File: src/sv/bse_pkg.sv
// ----------------------------------------------------------------------------
// bse_pkg
// Shared types, constants and helpers for the burning ship escape-time block.
// ----------------------------------------------------------------------------
package bse_pkg;

   // image geometry (powers of two, division by these is a shift)
   localparam int WIDTH        = 1024;
   localparam int HEIGHT       = 1024;
   localparam int WIDTH_SHIFT  = $clog2(WIDTH);
   localparam int HEIGHT_SHIFT = $clog2(HEIGHT);

   // default iteration limit
   localparam int MAX_ITER_DEF = 64;

   // fixed point format and field widths
   localparam int FRAC_BITS = 28;
   localparam int Q_W       = 32;
   localparam int ZOOM_W    = 31;
   localparam int PIX_W     = 10;
   localparam int STEP_W    = 6;
   localparam int SUM_W     = 38;
   localparam int PROD_W    = 2 * Q_W;
   localparam int CSR_IDX_W = 2;

   // escape bound: 4.0 in the squared (Q8.56) domain
   localparam logic [PROD_W:0] ESC_LIMIT = (PROD_W + 1)'(4) << (2 * FRAC_BITS);

   // zoom reset value, 1.0
   localparam logic [ZOOM_W-1:0] ZOOM_RESET = ZOOM_W'(1) << FRAC_BITS;

   typedef struct packed {
      logic [PIX_W-1:0] pixel_x;
      logic [PIX_W-1:0] pixel_y;
   } req_type;

   typedef struct packed {
      logic [PIX_W-1:0]  pixel_x_out;
      logic [PIX_W-1:0]  pixel_y_out;
      logic              escaped;
      logic [STEP_W-1:0] escape_step;
   } rsp_type;

   typedef enum logic [CSR_IDX_W-1:0] {
      CSR_ZOOM        = 2'd0,
      CSR_OFFSET_REAL = 2'd1,
      CSR_OFFSET_IMAG = 2'd2
   } csr_index_type;

   typedef struct packed {
      logic [ZOOM_W-1:0]       zoom;
      logic signed [Q_W-1:0]   offset_real;
      logic signed [Q_W-1:0]   offset_imag;
   } csr_type;

   typedef enum logic [1:0] {
      ST_IDLE,
      ST_MAP,
      ST_ITER
   } state_type;

   // controller to datapath
   typedef struct packed {
      logic accept;
      logic map;
      logic step;
      logic load_rsp;
   } cmd_type;

   // datapath to controller
   typedef struct packed {
      logic esc_hit;
      logic at_limit;
   } status_type;

   // clamp a wide signed sum to the Q4.28 range
   function automatic logic signed [Q_W-1:0] sat_q(input logic signed [SUM_W-1:0] v);
      logic [SUM_W-Q_W:0] top;
      top = v[SUM_W-1:Q_W-1];
      if (top == '0 || top == '1) begin
         return v[Q_W-1:0];
      end else if (v[SUM_W-1]) begin
         return {1'b1, {(Q_W-1){1'b0}}};
      end else begin
         return {1'b0, {(Q_W-1){1'b1}}};
      end
   endfunction

endpackage

File: src/sv/bse_csr.sv
// ----------------------------------------------------------------------------
// bse_csr
// View registers: zoom and the two pan offsets, written through the csr port.
// ----------------------------------------------------------------------------
module bse_csr
   import bse_pkg::*;
(
   input  logic                 clock,
   input  logic                 reset,
   input  logic                 csr_valid,
   output logic                 csr_ready,
   input  logic [CSR_IDX_W-1:0] csr_index,
   input  logic [Q_W-1:0]       csr_data,
   output csr_type              csr_regs
);

   csr_type regs_ff;
   csr_type regs_in;

   // the port is always ready, so every write is accepted
   assign csr_ready = 1'b1;

   // register decode, unknown index is dropped
   always_comb begin
      regs_in = regs_ff;
      if (csr_valid) begin
         unique case (csr_index_type'(csr_index))
            CSR_ZOOM:        regs_in.zoom        = csr_data[ZOOM_W-1:0];
            CSR_OFFSET_REAL: regs_in.offset_real = $signed(csr_data);
            CSR_OFFSET_IMAG: regs_in.offset_imag = $signed(csr_data);
            default: ;
         endcase
      end
   end

   always_ff @(posedge clock) begin
      if (reset) begin
         regs_ff.zoom        <= ZOOM_RESET;
         regs_ff.offset_real <= '0;
         regs_ff.offset_imag <= '0;
      end else begin
         regs_ff <= regs_in;
      end
   end

   assign csr_regs = regs_ff;

endmodule

File: config.mk
export PLATFORM = sky130hd
export DESIGN_NAME = bse_csr
export DESIGN_NICKNAME = d
export VERILOG_FILES = /design/src/sv/bse_pkg.sv /design/src/sv/bse_csr.sv
export SDC_FILE = /design/constraint.sdc
export NUM_CORES = 1
export LEC_CHECK = 0
export ABC_CLOCK_PERIOD_IN_PS = 1400
export BUFFER_PORTS_ARGS = -buffer_cell sky130_fd_sc_hd__buf_2
export CAP_MARGIN = 20
export CORE_AREA = 4 4 92 94
export DETAILED_ROUTE_END_ITERATION = 8
export DIE_AREA = 0 0 96 98
export PLACE_DENSITY_LB_ADDON = 0.2
export SLEW_MARGIN = 5
export SYNTH_ARGS = -nofsm -noshare
export SYNTH_HDL_FRONTEND = slang
export SYNTH_SLANG_ARGS = --single-unit
export TNS_END_PERCENT = 1
File: constraint.sdc
create_clock -name clock -period 1.4 [get_ports clock]
set_input_delay 0.07 -clock clock [delete_from_list [all_inputs] [get_ports clock]]
set_output_delay 0.07 -clock clock [all_outputs]
set_load 0.01 [all_outputs]
# == After elaboration in Yosys (flattened, before gate mapping) ==
# Cells that the tools add are included.
# op_classes
eq_ne,2
reduce_logical,4
# ops
op,count
AND reduction 2 bit,3
"== test 2 x 1 -> 1 bit, second input constant",1
"== test 2 bit, second input constant",1
zero test 2 bit,1
# totals
register_bits,95
input_bits,37
out_inout_bits,96
wordCells,9

# == Longest topological paths before layout ==
# logic_depth
ltp_word,2
ltp_mapped,4
ltp_nobuf,2

# == Least setup slack after synthesis ==
# No wires, ideal clock.
# synth_timing
path_type,input -> register
from,input port csr_index[1]
to,register regs_ff (netlist bit csr_regs[88])
path_buffers,1
path_stages,3
setup_ns,0.119
t_arrival_ns,0.690
t_required_ns,1.281
path_slack_ns,0.591
cell_sequence,or3b_1 > buf_6 > mux2i_1
# synth_via
elab_chain_cells,2
# synth_lines
item,line,text
"start, declared",bse_csr.sv:12,"input logic [CSR_IDX_W-1:0] csr_index,"
zero test 2 bit,bse_csr.sv:27,unique case (csr_index_type'(csr_index))
AND reduction 2 bit (no source line),--,
"end signal, assigned",bse_csr.sv:42,regs_ff <= regs_in;
"end, declared",bse_csr.sv:17,csr_type regs_ff;
# No other way between the ends.
# A chain may end at the register's enable or synchronous reset.

# == Worst setup path after layout ==
# layout_timing
from,register regs_ff (netlist bit csr_regs[63])
to,output port csr_regs[63] (netlist bit)
# layout_lines
item,line,text
"end, declared",bse_csr.sv:14,output csr_type csr_regs
# No word-level cell between the ends.

==> summary.md <==
| Metric | Value |
|---|---|
| Outcome | complete, no violations |
| Final setup fails | 0 |
| DR vias/cell | 4.78 |
| Synthesized net count | 388 |
| PortBufs | 131 |
| Required @ worst endpoint | 1.33 ns |
| Leakage | 2.46 nW |
| Worst slack at placement | 0.355 ns |
| Synth Cell Area | 3870 sq um |
| Min-delay worst type | in2reg |
| Total GRT Usage | 17.1% |
| RSZ-0062 raised after global routing | no |
| CTS Buf Count | 9 |
| Yosys reg bits | 95 |
| Cell depth of the worst setup path | 1 |
| WL final | 7.99 mm |
| Fillcell total | 671 |
| Resized cells post-CTS | 0 |
| Clk sinks | 95 |
| Avg Inst Size Synth | 11.0 sq um |
| WL/cell | 13.8 um |
| CTS Root Cell | clkbuf_8 |
| Vias | 2,763 |
| Worst-path clk slew | 0.08 ns |
| Critical path type | reg2out |
| Distinct cell type count after synthesis | 13 |
| Core area | 7650 sq um |
| Skew final | 0 ns |
| Global route overflow | 0 |
| Layout cell share with drive strength beyond 1 | 32.1% |
| Fin util | 62.7% |
| R2r worst-path depth | 2 |
| Setup_tns | 0 ns |
| Final nets | 508 |
| Peak VDD IR | 0.607 mV |
| Slew Viols, Final | 0 |
| Worst path bufs/invs | 1 |
| Seq/Total Area, Yosys | 49.1% |
| Period utilization | 65.8% |
| Setup crit start kind | flip-flop |
| Initial antenna violation count | 0 |
| Final Hold Viols | 0 |
| F_max | 1090 MHz |
| Worst-Skew Late Latency | 0.33 ns |
| Initial core utilization | 50.6% |
| Delay-heaviest family, CP | flip-flops |
| Chip width | 96 um |
| Area Growth Syn to Fin | 23.9% |
| DRT iter0 DRCs | 94 |
| Vias in the first global route | 2,692 |
| Crit path arrival time | 0.85 ns |
| Num ports | 133 |
| Antenna-violating nets left | 0 |
| Total power | 0.00533 W |
| Crit. End Element | primary output |
| Largest net degree at the start of global routing | 129 |
| Global-route wire length before repair | 12.9 mm |
| Hold Path Stages | 3 |
| Die area | 9410 sq um |
| PnR worst setup slack | 0.479 ns |
| CTS tree | built |
| Worst Path Max Fanout | 2 |
| Hold buffers post-CTS | 0 |
| Minimum clock period | 0.921 ns |
| Num rows | 32 |
| Number of flip-flops in the largest register | 95 |
| Longest Clk Path Bufs | 2 |
| Detailed placement HPWL | 5.42 mm |
| Pwr dens | 1110 nW/um^2 |
| # diodes | 0 |
| Number of detailed-route iterations in the first pass | 4 |
| Syn Inst Count | 351 |
| Number of max-cap violations | 0 |
| Setup Buffers After CTS | 0 |
| Slowest stage cell on the critical path | dfxtp_1 |
| Htree depth | 3 |
| Drt drc | 0 |
| Max incr delay on CP | 0.36 ns |
| Die Ht | 98 um |
| Cell Chain, Critical Path | buf_2 |
| GP Congestion | 0.704 |
| Synth warnings | 0 |
-- worst min-delay path, stage by stage --
cell,delay [ns]
buf_2,0.09
nand2b_1,0.07
mux2i_1,0.07
-- kinds of logic after synthesis --
kind of cell,after synthesis,synth area share (%)
simple gates,133,21.7
mux,95,24.6
flops,95,49.1
buf+inv,27,4.49
other cells,1,0.0968
-- layout by cell type, fill, tap and decap left out --
master / instances
nand3b_1: 2
buf_2: 131
mux2i_1: 95
clkbuf_1: 1
or3b_1: 1
nand2b_1: 126
dfxtp_1: 95
conb_1: 1
clkinvlp_4: 1
nor3b_4: 1
buf_4: 1
clkbuf_8: 10
clkinv_2: 1
and3b_2: 1
nor2_1: 2
buf_12: 4
bufinv_16: 2
clkinv_4: 1
-- power by group --
| part | leakage [nW] | total, W | internal [W] | switching (W) |
|---|---|---|---|---|
| clock | 0.110 | 0.00195 | 0.00106 | 0.000894 |
| sequential | 0.772 | 0.00284 | 0.00280 | 0.0000476 |
| combinational | 1.58 | 0.000538 | 0.000268 | 0.000270 |
-- cell usage after synthesis --
| master | n | area, sq um |
|---|---|---|
| buf_2 | 4 | 20.0 |
| clkbuf_1 | 13 | 48.8 |
| conb_1 | 1 | 3.75 |
| mux2i_1 | 95 | 951 |
| or3b_1 | 1 | 8.76 |
| nor2_1 | 2 | 7.51 |
| nand2b_1 | 126 | 788 |
| nand3b_1 | 2 | 15.0 |
| and3b_2 | 1 | 10.0 |
| dfxtp_1 | 95 | 1900 |
| buf_6 | 8 | 90.1 |
| nor3b_2 | 1 | 12.5 |
| buf_4 | 2 | 15.0 |
-- final cells by class --
| cell class | count | area, sq um | area share, % |
|---|---|---|---|
| multi-input cells | 229 | 1800 | 37.6 |
| clock buffers | 11 | 141 | 2.95 |
| well taps | 102 | 128 | 2.66 |
| repair buffers | 136 | 743 | 15.5 |
| flip-flops and latches | 95 | 1900 | 39.6 |
| clock inverters | 5 | 81.3 | 1.69 |
-- layer usage --
metal	track usage, %	vias up	wire length (um)
met5	0	-	0
met4	6.35	0	123
met3	4.78	10	588
met2	27.6	81	3740
met1	21.6	1286	3540
li1	-	1386	-
-- worst paths after layout --
path | start | end | slack [ns]
max | csr_regs[63] | csr_regs[63] | 0.48
min | csr_data[31] | csr_regs[63] | 0.02
max reg2reg | csr_regs[84] | csr_regs[84] | 0.77
min reg2reg | csr_regs[64] | csr_regs[64] | 0.47
-- metrics by stage --
stage,instances,cell area (sq um),hold slack (ns)
finish,578,4800,0.0199
global route,578,4800,0.0104
CTS,578,4800,0.00234
detailed placement,562,4580,0.375
global placement,562,4580,0.360
floorplan,351,3870,0.237
No activity file was read; power rests on OpenSTA's default activity.
