--- config.mk ---
export PLATFORM = sky130hd
export DESIGN_NAME = bse_ctrl
export DESIGN_NICKNAME = d
export VERILOG_FILES = /design/src/sv/bse_pkg.sv /design/src/sv/bse_ctrl.sv
export SDC_FILE = /design/constraint.sdc
export NUM_CORES = 1
export LEC_CHECK = 0
export BUFFER_PORTS_ARGS = -buffer_cell sky130_fd_sc_hd__buf_2
export CORE_AREA = 4 4 41 43
export CTS_BUF_LIST = sky130_fd_sc_hd__clkbuf_4 sky130_fd_sc_hd__clkbuf_8
export CTS_CLUSTER_DIAMETER = 40
export DETAILED_ROUTE_END_ITERATION = 16
export DIE_AREA = 0 0 45 47
export PLACE_DENSITY_LB_ADDON = 0.2
export REMOVE_ABC_BUFFERS = 1
export SYNTH_ARGS = -nofsm -noshare
export SYNTH_HDL_FRONTEND = slang
export SYNTH_SLANG_ARGS = --single-unit
export TNS_END_PERCENT = 1
--- constraint.sdc ---
create_clock -name clock -period 1 [get_ports clock]
set_clock_uncertainty 0.05 [all_clocks]
set_input_delay 0.2 -clock clock [delete_from_list [all_inputs] [get_ports clock]]
set_output_delay 0.2 -clock clock [all_outputs]
set_load 0.05 [all_outputs]
--- src/sv/bse_pkg.sv ---
// ----------------------------------------------------------------------------
// bse_pkg
// Shared types, constants and helpers for the burning ship escape-time block.
// ----------------------------------------------------------------------------
package bse_pkg;

   // image geometry (powers of two, division by these is a shift)
   localparam int WIDTH        = 1024;
   localparam int HEIGHT       = 1024;
   localparam int WIDTH_SHIFT  = $clog2(WIDTH);
   localparam int HEIGHT_SHIFT = $clog2(HEIGHT);

   // default iteration limit
   localparam int MAX_ITER_DEF = 64;

   // fixed point format and field widths
   localparam int FRAC_BITS = 28;
   localparam int Q_W       = 32;
   localparam int ZOOM_W    = 31;
   localparam int PIX_W     = 10;
   localparam int STEP_W    = 6;
   localparam int SUM_W     = 38;
   localparam int PROD_W    = 2 * Q_W;
   localparam int CSR_IDX_W = 2;

   // escape bound: 4.0 in the squared (Q8.56) domain
   localparam logic [PROD_W:0] ESC_LIMIT = (PROD_W + 1)'(4) << (2 * FRAC_BITS);

   // zoom reset value, 1.0
   localparam logic [ZOOM_W-1:0] ZOOM_RESET = ZOOM_W'(1) << FRAC_BITS;

   typedef struct packed {
      logic [PIX_W-1:0] pixel_x;
      logic [PIX_W-1:0] pixel_y;
   } req_type;

   typedef struct packed {
      logic [PIX_W-1:0]  pixel_x_out;
      logic [PIX_W-1:0]  pixel_y_out;
      logic              escaped;
      logic [STEP_W-1:0] escape_step;
   } rsp_type;

   typedef enum logic [CSR_IDX_W-1:0] {
      CSR_ZOOM        = 2'd0,
      CSR_OFFSET_REAL = 2'd1,
      CSR_OFFSET_IMAG = 2'd2
   } csr_index_type;

   typedef struct packed {
      logic [ZOOM_W-1:0]       zoom;
      logic signed [Q_W-1:0]   offset_real;
      logic signed [Q_W-1:0]   offset_imag;
   } csr_type;

   typedef enum logic [1:0] {
      ST_IDLE,
      ST_MAP,
      ST_ITER
   } state_type;

   // controller to datapath
   typedef struct packed {
      logic accept;
      logic map;
      logic step;
      logic load_rsp;
   } cmd_type;

   // datapath to controller
   typedef struct packed {
      logic esc_hit;
      logic at_limit;
   } status_type;

   // clamp a wide signed sum to the Q4.28 range
   function automatic logic signed [Q_W-1:0] sat_q(input logic signed [SUM_W-1:0] v);
      logic [SUM_W-Q_W:0] top;
      top = v[SUM_W-1:Q_W-1];
      if (top == '0 || top == '1) begin
         return v[Q_W-1:0];
      end else if (v[SUM_W-1]) begin
         return {1'b1, {(Q_W-1){1'b0}}};
      end else begin
         return {1'b0, {(Q_W-1){1'b1}}};
      end
   endfunction

endpackage

--- src/sv/bse_ctrl.sv ---
// ----------------------------------------------------------------------------
// bse_ctrl
// Sequencer: takes an item, runs the map and iteration states, and
// hands the result to the output register.
// ----------------------------------------------------------------------------
module bse_ctrl
   import bse_pkg::*;
(
   input  logic       clock,
   input  logic       reset,
   input  logic       req_valid,
   output logic       req_ready,
   output logic       rsp_valid,
   input  logic       rsp_ready,
   input  status_type status,
   output cmd_type    cmd
);

   state_type state_ff, state_in;
   logic      rsp_valid_ff, rsp_valid_in;
   logic      finish;
   logic      out_free;

   assign finish   = status.esc_hit || status.at_limit;
   assign out_free = !rsp_valid_ff || rsp_ready;

   // next state
   always_comb begin
      state_in = state_ff;
      unique case (state_ff)
         ST_IDLE: begin
            if (req_valid) state_in = ST_MAP;
         end
         ST_MAP: begin
            state_in = ST_ITER;
         end
         ST_ITER: begin
            if (finish && out_free) state_in = ST_IDLE;
         end
         default: state_in = ST_IDLE;
      endcase
   end

   // commands and handshake
   always_comb begin
      req_ready    = 1'b0;
      cmd          = '0;
      unique case (state_ff)
         ST_IDLE: begin
            req_ready  = 1'b1;
            cmd.accept = req_valid;
         end
         ST_MAP: begin
            cmd.map = 1'b1;
         end
         ST_ITER: begin
            cmd.step     = !finish;
            cmd.load_rsp = finish && out_free;
         end
         default: ;
      endcase
   end

   // output register occupancy
   always_comb begin
      if (cmd.load_rsp) begin
         rsp_valid_in = 1'b1;
      end else if (rsp_ready) begin
         rsp_valid_in = 1'b0;
      end else begin
         rsp_valid_in = rsp_valid_ff;
      end
   end

   always_ff @(posedge clock) begin
      if (reset) begin
         state_ff     <= ST_IDLE;
         rsp_valid_ff <= 1'b0;
      end else begin
         state_ff     <= state_in;
         rsp_valid_ff <= rsp_valid_in;
      end
   end

   assign rsp_valid = rsp_valid_ff;

endmodule

After elaboration in Yosys (flattened, before gate mapping)
Index checks and enable logic that the tools add are counted.
{"block": "word_totals", "register_bits": 3, "word_cells": 23, "in_bits": 6}
{"block": "classes", "mux": 9, "n_eq_ne": 4, "n_reduce_logical": 8}
{"operator": "2-bit 2-to-1 mux", "n": 3}
{"operator": "2-bit one-hot mux with 3 select lines", "n": 1}
{"operator": "1-bit 2-to-1 mux", "n": 5}
{"operator": "2-bit inequality test, second input constant", "n": 2}
{"operator": "2-bit by 1-bit equality test with 1-bit output, second input constant", "n": 1}
{"operator": "2-bit equality test, second input constant", "n": 1}
{"operator": "1-bit logical NOT", "n": 2}
{"operator": "2-bit logical NOT", "n": 1}
{"operator": "1-bit logical OR", "n": 2}
{"operator": "2-bit AND reduction", "n": 1}
{"operator": "2-bit nonzero test", "n": 1}
{"operator": "1-bit logical AND", "n": 1}

Logic depth before layout (Yosys ltp)
Gate-level depths: netlist of the first run.
{"block": "logic_depth", "ltp_word": 5, "ltp_mapped": 4, "mapped_depth_nobuf": 3}

Worst setup path before layout of the first run
No wires, ideal clock.
{"block": "synth_timing", "kind": "reg-to-reg", "startpoint": "register state_ff[0]", "endpoint": "register state_ff[0]", "t_arrival_ns": 1.272, "stages_incl_launch_ff": 4, "setup_time_ns": 0.061, "path_buffers": 0, "setup_slack_ns": -0.383, "cell_sequence": "dfxtp_1 > nor2_2 > and2_4 > nor2b_4"}
{"block": "synth_via", "elab_chain_cells": 3}
{"element": "start, declared", "line": "bse_ctrl.sv:19", "source": "state_type state_ff, state_in;"}
{"element": "start signal, assigned", "line": "bse_ctrl.sv:80", "source": "state_ff <= state_in;"}
{"element": "2-bit equality test or 2-bit logical NOT (tied branches)", "line": "bse_ctrl.sv:30", "source": "unique case (state_ff)"}
{"element": "2-bit inequality test (no source line)"}
{"element": "2-bit AND reduction (no source line)"}
Parallel ways exist; a longest one is shown, timed or not.
A chain may end at the register's enable or synchronous reset.

==> impl_metrics.json, run 1 <==
{
  "yosys.area.top_type_share_pct": 34.5,
  "fin_crit_ns": 1.30,
  "synth_commonest_cells": "dfxtp_1 (3), nand2b_1 (2), nor2_1 (2), nor2b_4 (2)",
  "place_ws_ns": -0.183,
  "power_density_nw_per_um2": 1430,
  "cts_buffers": 3,
  "clk_pin_slew_ns": 0.04,
  "cap_violations": 0,
  "io_buffers": 11,
  "synth_edf_count": 0,
  "ctsLongestPathBuffers": 2,
  "dp.cells": 48,
  "num_vias": 189,
  "grtUsageTotal_pct": 5.91,
  "max_freq_mhz": 768,
  "total_power_mw": 0.518,
  "worstReg2RegStart": "state_ff[1]$_SDFFE_PP0P_",
  "core_um2": 1300,
  "syn_area_per_cell_um2": 9.15,
  "start_util_pct": 13.4,
  "setup_viol": 6,
  "syn_inst": 19,
  "synth_area_leader_cell": "dfxtp_1",
  "wl_per_cell_um": 8.64,
  "cts_root_buffer": "clkbuf_4",
  "fin_util_pct": 27.8,
  "die_x_um": 45,
  "drt_wl_total_um": 458,
  "dieArea_um2": 2120,
  "rows": 13,
  "start_kind": "flop",
  "worstSetupPathType": "reg2out",
  "status": "complete, but fails checks",
  "drtIter0Drc": 0,
  "maxSlewViolCount": 0,
  "violations": "setup timing",
  "synth_cell_type_count": 14,
  "yosysMostFrequentCell": "dfxtp_1",
  "antenna_found_initial": 0,
  "async_reset_ff_share_pct": 0,
  "cp_max_fo": 3,
  "arrival_ns": 1.05,
  "p_leak_nw": 0.169,
  "htreeDepth": 1,
  "rrSetupSlack_ns": 0,
  "vdd_drop_max_mv": 0.480,
  "end_kind": "output pin",
  "rsz0062_at_grt": "true",
  "yosys_warnings": 0,
  "synth_area_um2": 174,
  "synth_area_leaders": "dfxtp_1 (35%), nor2b_4 (16%), nand2b_1 (7.2%)",
  "cts_tree": "done",
  "critPathLaunch": "state_ff[1]$_SDFFE_PP0P_",
  "worstPathRequired_ns": 0.75,
  "final_cells": 53,
  "fin_hold_ws_ns": 0.129,
  "ys.flop_type": "dfxtp_1",
  "cts_sinks": 3,
  "area_growth_syn_to_layout_pct": 108,
  "hold_path_class": "in2reg",
  "synth-seq-cells": 3,
  "post_route_cells_drive_above_1_share_pct": 81.6,
  "grt_pass1_wl_um": 841,
  "drt_pre_antenna_iters": 1,
  "ant_nets": 0,
  "die_h_um": 47,
  "grt_max_degree": 4,
  "grt_pass1_vias": 220,
  "io_pins": 12,
  "gr-total-overflow": 0,
  "clk_latency_ns": 0.23,
  "finalCritPeriodShare_pct": 130,
  "slew_headroom_pct": 90.8,
  "nNetsFinal": 45,
  "ys_seq_area_share_pct": 34.5,
  "layout_setup_ws_ns": -0.303,
  "hold_viol": 0,
  "worstMarginPinSlew_ns": 0.138,
  "gp_congestion": 0.612,
  "r2r_cells": 5,
  "vias_per_cell": 3.57,
  "diodes": 0,
  "r2r-end": "rsp_valid$_SDFFE_PP0P_",
  "setup.worst_path.end": "cmd[0]",
  "drc_errors": 0
}
==> where the power goes <==
part	internal, mW	switching, mW	total (mW)
clock	0.177	0.0643	0.241
combinational	0.0659	0.0769	0.143
sequential	0.127	0.00632	0.134
total	0.370	0.148	0.518
==> what timing repair did <==
action / in CTS / in global routing
buffers inserted: 1 / 0
resized for setup: 16 / 3
setup endpoints to repair: 7 / 7
pin swaps: 2 / 1
hold buffers: 0 / 0
==> final cells by class <==
| class | count | area (um^2) |
|---|---|---|
| Clock buffer | 4 | 30.0 |
| Fill cell | 159 | 940 |
| Inverter | 1 | 3.75 |
| Multi-Input combinational cell | 14 | 108 |
| Sequential cell | 3 | 63.8 |
| Tap cell | 15 | 18.8 |
| Timing Repair Buffer | 16 | 138 |
==> layout by cell type (no fill, tap or decap), types with 2 or more instances in the layout <==
master    instances
buf_2             5
buf_4             5
buf_6             4
buf_8             2
clkbuf_4          4
dfxtp_2           3
nand2b_1          2
nor2_2            2
nor2b_4           2
==> through the flow <==
| step | TNS, ns | area, um^2 |
|---|---|---|
| 5_1_grt | -1.49 | 362 |
| 3_3_place_gp | -0.410 | 270 |
| 6_report | -1.08 | 362 |
| 2_1_floorplan | -1.72 | 166 |
| 4_1_cts | -1.21 | 353 |
| 3_5_place_dp | -0.461 | 270 |
==> worst min path at each step <==
stage | slack [ns] | endpoint | startpoint | cells past startpoint
detailed placement | 0.38 | rsp_valid$_SDFFE_PP0P_ | reset | 2
finish | 0.13 | rsp_valid$_SDFFE_PP0P_ | reset | 2
global placement | 0.37 | rsp_valid$_SDFFE_PP0P_ | reset | 2
global route | 0.13 | state_ff[0]$_SDFFE_PP0P_ | reset | 2
floorplan | 0.21 | rsp_valid$_SDFFE_PP0P_ | reset | 1
CTS | 0.12 | rsp_valid$_SDFFE_PP0P_ | reset | 2
==> registers in the layout, indices dropped and copies added (netlist names) <==
signal and cells:
state_ff 2, rsp_valid 1
==> critical path, cell delays in order (launching register included) <==
cell and delay, ns:
dfxtp_2 0.33, nor2b_4 0.16, o21ai_2 0.07, nor2_2 0.10
buf_6 0.17
==> metal layers <==
metal	part of all wire, %	GRT usage (%)
met5	0	0
met4	0	5.26
met3	12	4.21
met2	44	7.63
met1	44	6.33
==> kinds of logic (layout without fill, tap and decap cells) <==
logic type	count (synthesis)	in the layout	share of synthesized area, %
AND/OR/NAND/NOR	10	10	43.2
AO/OA/AOI/OAI	4	4	15.8
flip-flops	3	3	34.5
buffers and inverters	2	21	6.47
Power figures use the tool's default switching activity.
==> inputs of run 2 (changes only) <==
- BUFFER_PORTS_ARGS: -buffer_cell sky130_fd_sc_hd__buf_2 -> not set
- DONT_BUFFER_PORTS: not set -> 1
- RECOVER_POWER: not set -> 50
- SETUP_SLACK_MARGIN: not set -> 0.5
==> run 2 against run 1 <==
  * The run ends with hold timing, setup timing left
  * Core utilization shrank 0.77 points
  * Clock power hardly changed
  * Routed wire length fell by 7.2%
  * Maximum frequency rose by 1.1%
  * Worst setup slack improved by 0.014 ns
  * Global-route usage shrank 0.79 points
  * Design area shrank 2.8%
  * Non-clock buffer count shrank 7
  * First-iteration DRC count unchanged
  * Via count decreased by 12%
  * Hold slack worse by 0.16 ns
  * Sequential share of layout area increased by 1.2 points
  * Critical path type unchanged
==> impl_metrics.json, run 2 (synthesized netlist as in run 1, its figures left out) <==
{
  "nNetsFinal": 38,
  "maxSlewViolCount": 0,
  "rows": 13,
  "start_kind": "flop",
  "grt_pass1_wl_um": 710,
  "violations": "hold timing, setup timing",
  "cts_sinks": 3,
  "wl_per_cell_um": 9.24,
  "grt_pass1_vias": 187,
  "layout_common_cells": "clkbuf_4 (4), buf_4 (4), nor2b_4 (3)",
  "vdd_drop_max_mv": 0.462,
  "antenna_found_initial": 0,
  "start_util_pct": 13.4,
  "dieArea_um2": 2120,
  "clk_pin_slew_ns": 0.04,
  "status": "complete, but fails checks",
  "vias_per_cell": 3.61,
  "hold_viol": 3,
  "core_um2": 1300,
  "min_path_cells": 1,
  "drt_wl_total_um": 425,
  "largest_register_ffs": 2,
  "fin_hold_ws_ns": -0.0322,
  "ctsLongestPathBuffers": 2,
  "worstMarginPinSlew_ns": 0.166,
  "die_h_um": 47,
  "regMostFlops": "state_ff",
  "fin_util_pct": 27.0,
  "finalCritPeriodShare_pct": 129,
  "power_density_nw_per_um2": 1420,
  "cp_max_fo": 2,
  "cts_root_buffer": "clkbuf_4",
  "cts_tree": "done",
  "hpwl_um": 327,
  "cap_violations": 0,
  "drt_pre_antenna_iters": 1,
  "r2r_cells": 4,
  "grtUsageTotal_pct": 5.13,
  "fin_crit_ns": 1.29,
  "io_pins": 12,
  "p_leak_nw": 0.145,
  "max_freq_mhz": 776,
  "rsz0062_at_grt": "true",
  "num_vias": 166,
  "worstSetupPathType": "reg2out",
  "slowest_delay_ns": 0.34,
  "layout_setup_ws_ns": -0.289,
  "final_cells": 46,
  "slew_headroom_pct": 88.9,
  "drc_errors": 0,
  "crit_chain": "buf_4, nor2_4, and2_4",
  "diodes": 0,
  "gp_congestion": 0.577,
  "htreeDepth": 1,
  "io_buffers": 0,
  "area_growth_syn_to_layout_pct": 102,
  "die_x_um": 45,
  "crit_slowest_cell": "dfxtp_4",
  "end_kind": "output pin",
  "hold_path_class": "in2reg",
  "setup_viol": 6,
  "arrival_ns": 1.04,
  "worstPathRequired_ns": 0.75,
  "gr-total-overflow": 0,
  "clk_latency_ns": 0.23,
  "post_route_cells_drive_above_1_share_pct": 83.9,
  "dp.cells": 40,
  "drtIter0Drc": 0,
  "cts_buffers": 3,
  "grt_max_degree": 4,
  "ant_nets": 0
}
## run 2: cell types whose count changed in the layout (fill, tap and decap cells not counted), sizes merged
cell / delta
buf: -7
## run 2: timing repair
action                                  CTS  global route
gates resized for setup                   9             5
pin swaps                                 3             2
buffers inserted                          2             0
endpoints found under the setup margin    9             9
hold endpoints to repair                  3             3
## run 2: routing by layer
metal / track usage, % / share of wire, % / up-vias
met5: 0 / 0 / -
met3: 4.21 / 24 / 0
met2: 6.78 / 43 / 14
li1: - / - / 84
met4: 5.26 / 0 / 0
met1: 4.75 / 33 / 68
## run 2: worst paths after layout
check	from	endpoint	slack [ns]
setup / recovery	state_ff[0]$_SDFFE_PP0P_	cmd[3]	-0.29
hold reg to reg	state_ff[0]$_SDFFE_PP0P_	state_ff[1]$_SDFFE_PP0P_	0.51
hold / removal	reset	state_ff[0]$_SDFFE_PP0P_	-0.03
setup reg to reg	state_ff[0]$_SDFFE_PP0P_	state_ff[0]$_SDFFE_PP0P_	-0.08
## run 2: stage by stage
stage	setup WS [ns]	total power [mW]	area, um^2	TNS (ns)	hold WS, ns
floorplan	-0.596	0.210	166	-1.72	0.212
global placement	-0.0763	0.244	263	-0.259	0.214
detailed placement	-0.0904	0.244	263	-0.315	0.217
CTS	-0.345	0.512	337	-1.56	-0.0425
global route	-0.342	0.521	352	-1.71	-0.0377
finish	-0.289	0.500	352	-1.42	-0.0322
## run 2: where the power goes
part / leakage (nW) / switching, mW / internal, mW
registers: 0.0261 / 0.00447 / 0.126
clock network: 0.0184 / 0.0619 / 0.177
logic: 0.100 / 0.0732 / 0.0576
## run 2: final cells by class
cell class | count | area, um^2
fillers | 156 | 950
well taps | 15 | 18.8
flip-flops and latches | 3 | 66.3
repair buffers | 9 | 108
inverters | 1 | 3.75
multi-input cells | 14 | 125
clock buffers | 4 | 30.0
## run 2: worst max-delay path, delay by kind of cell (launching register included)
kind / cells / cell delay, ns
flip-flops: 1 / 0.34
AND/OR/NAND/NOR: 2 / 0.32
buffers and inverters: 1 / 0.15
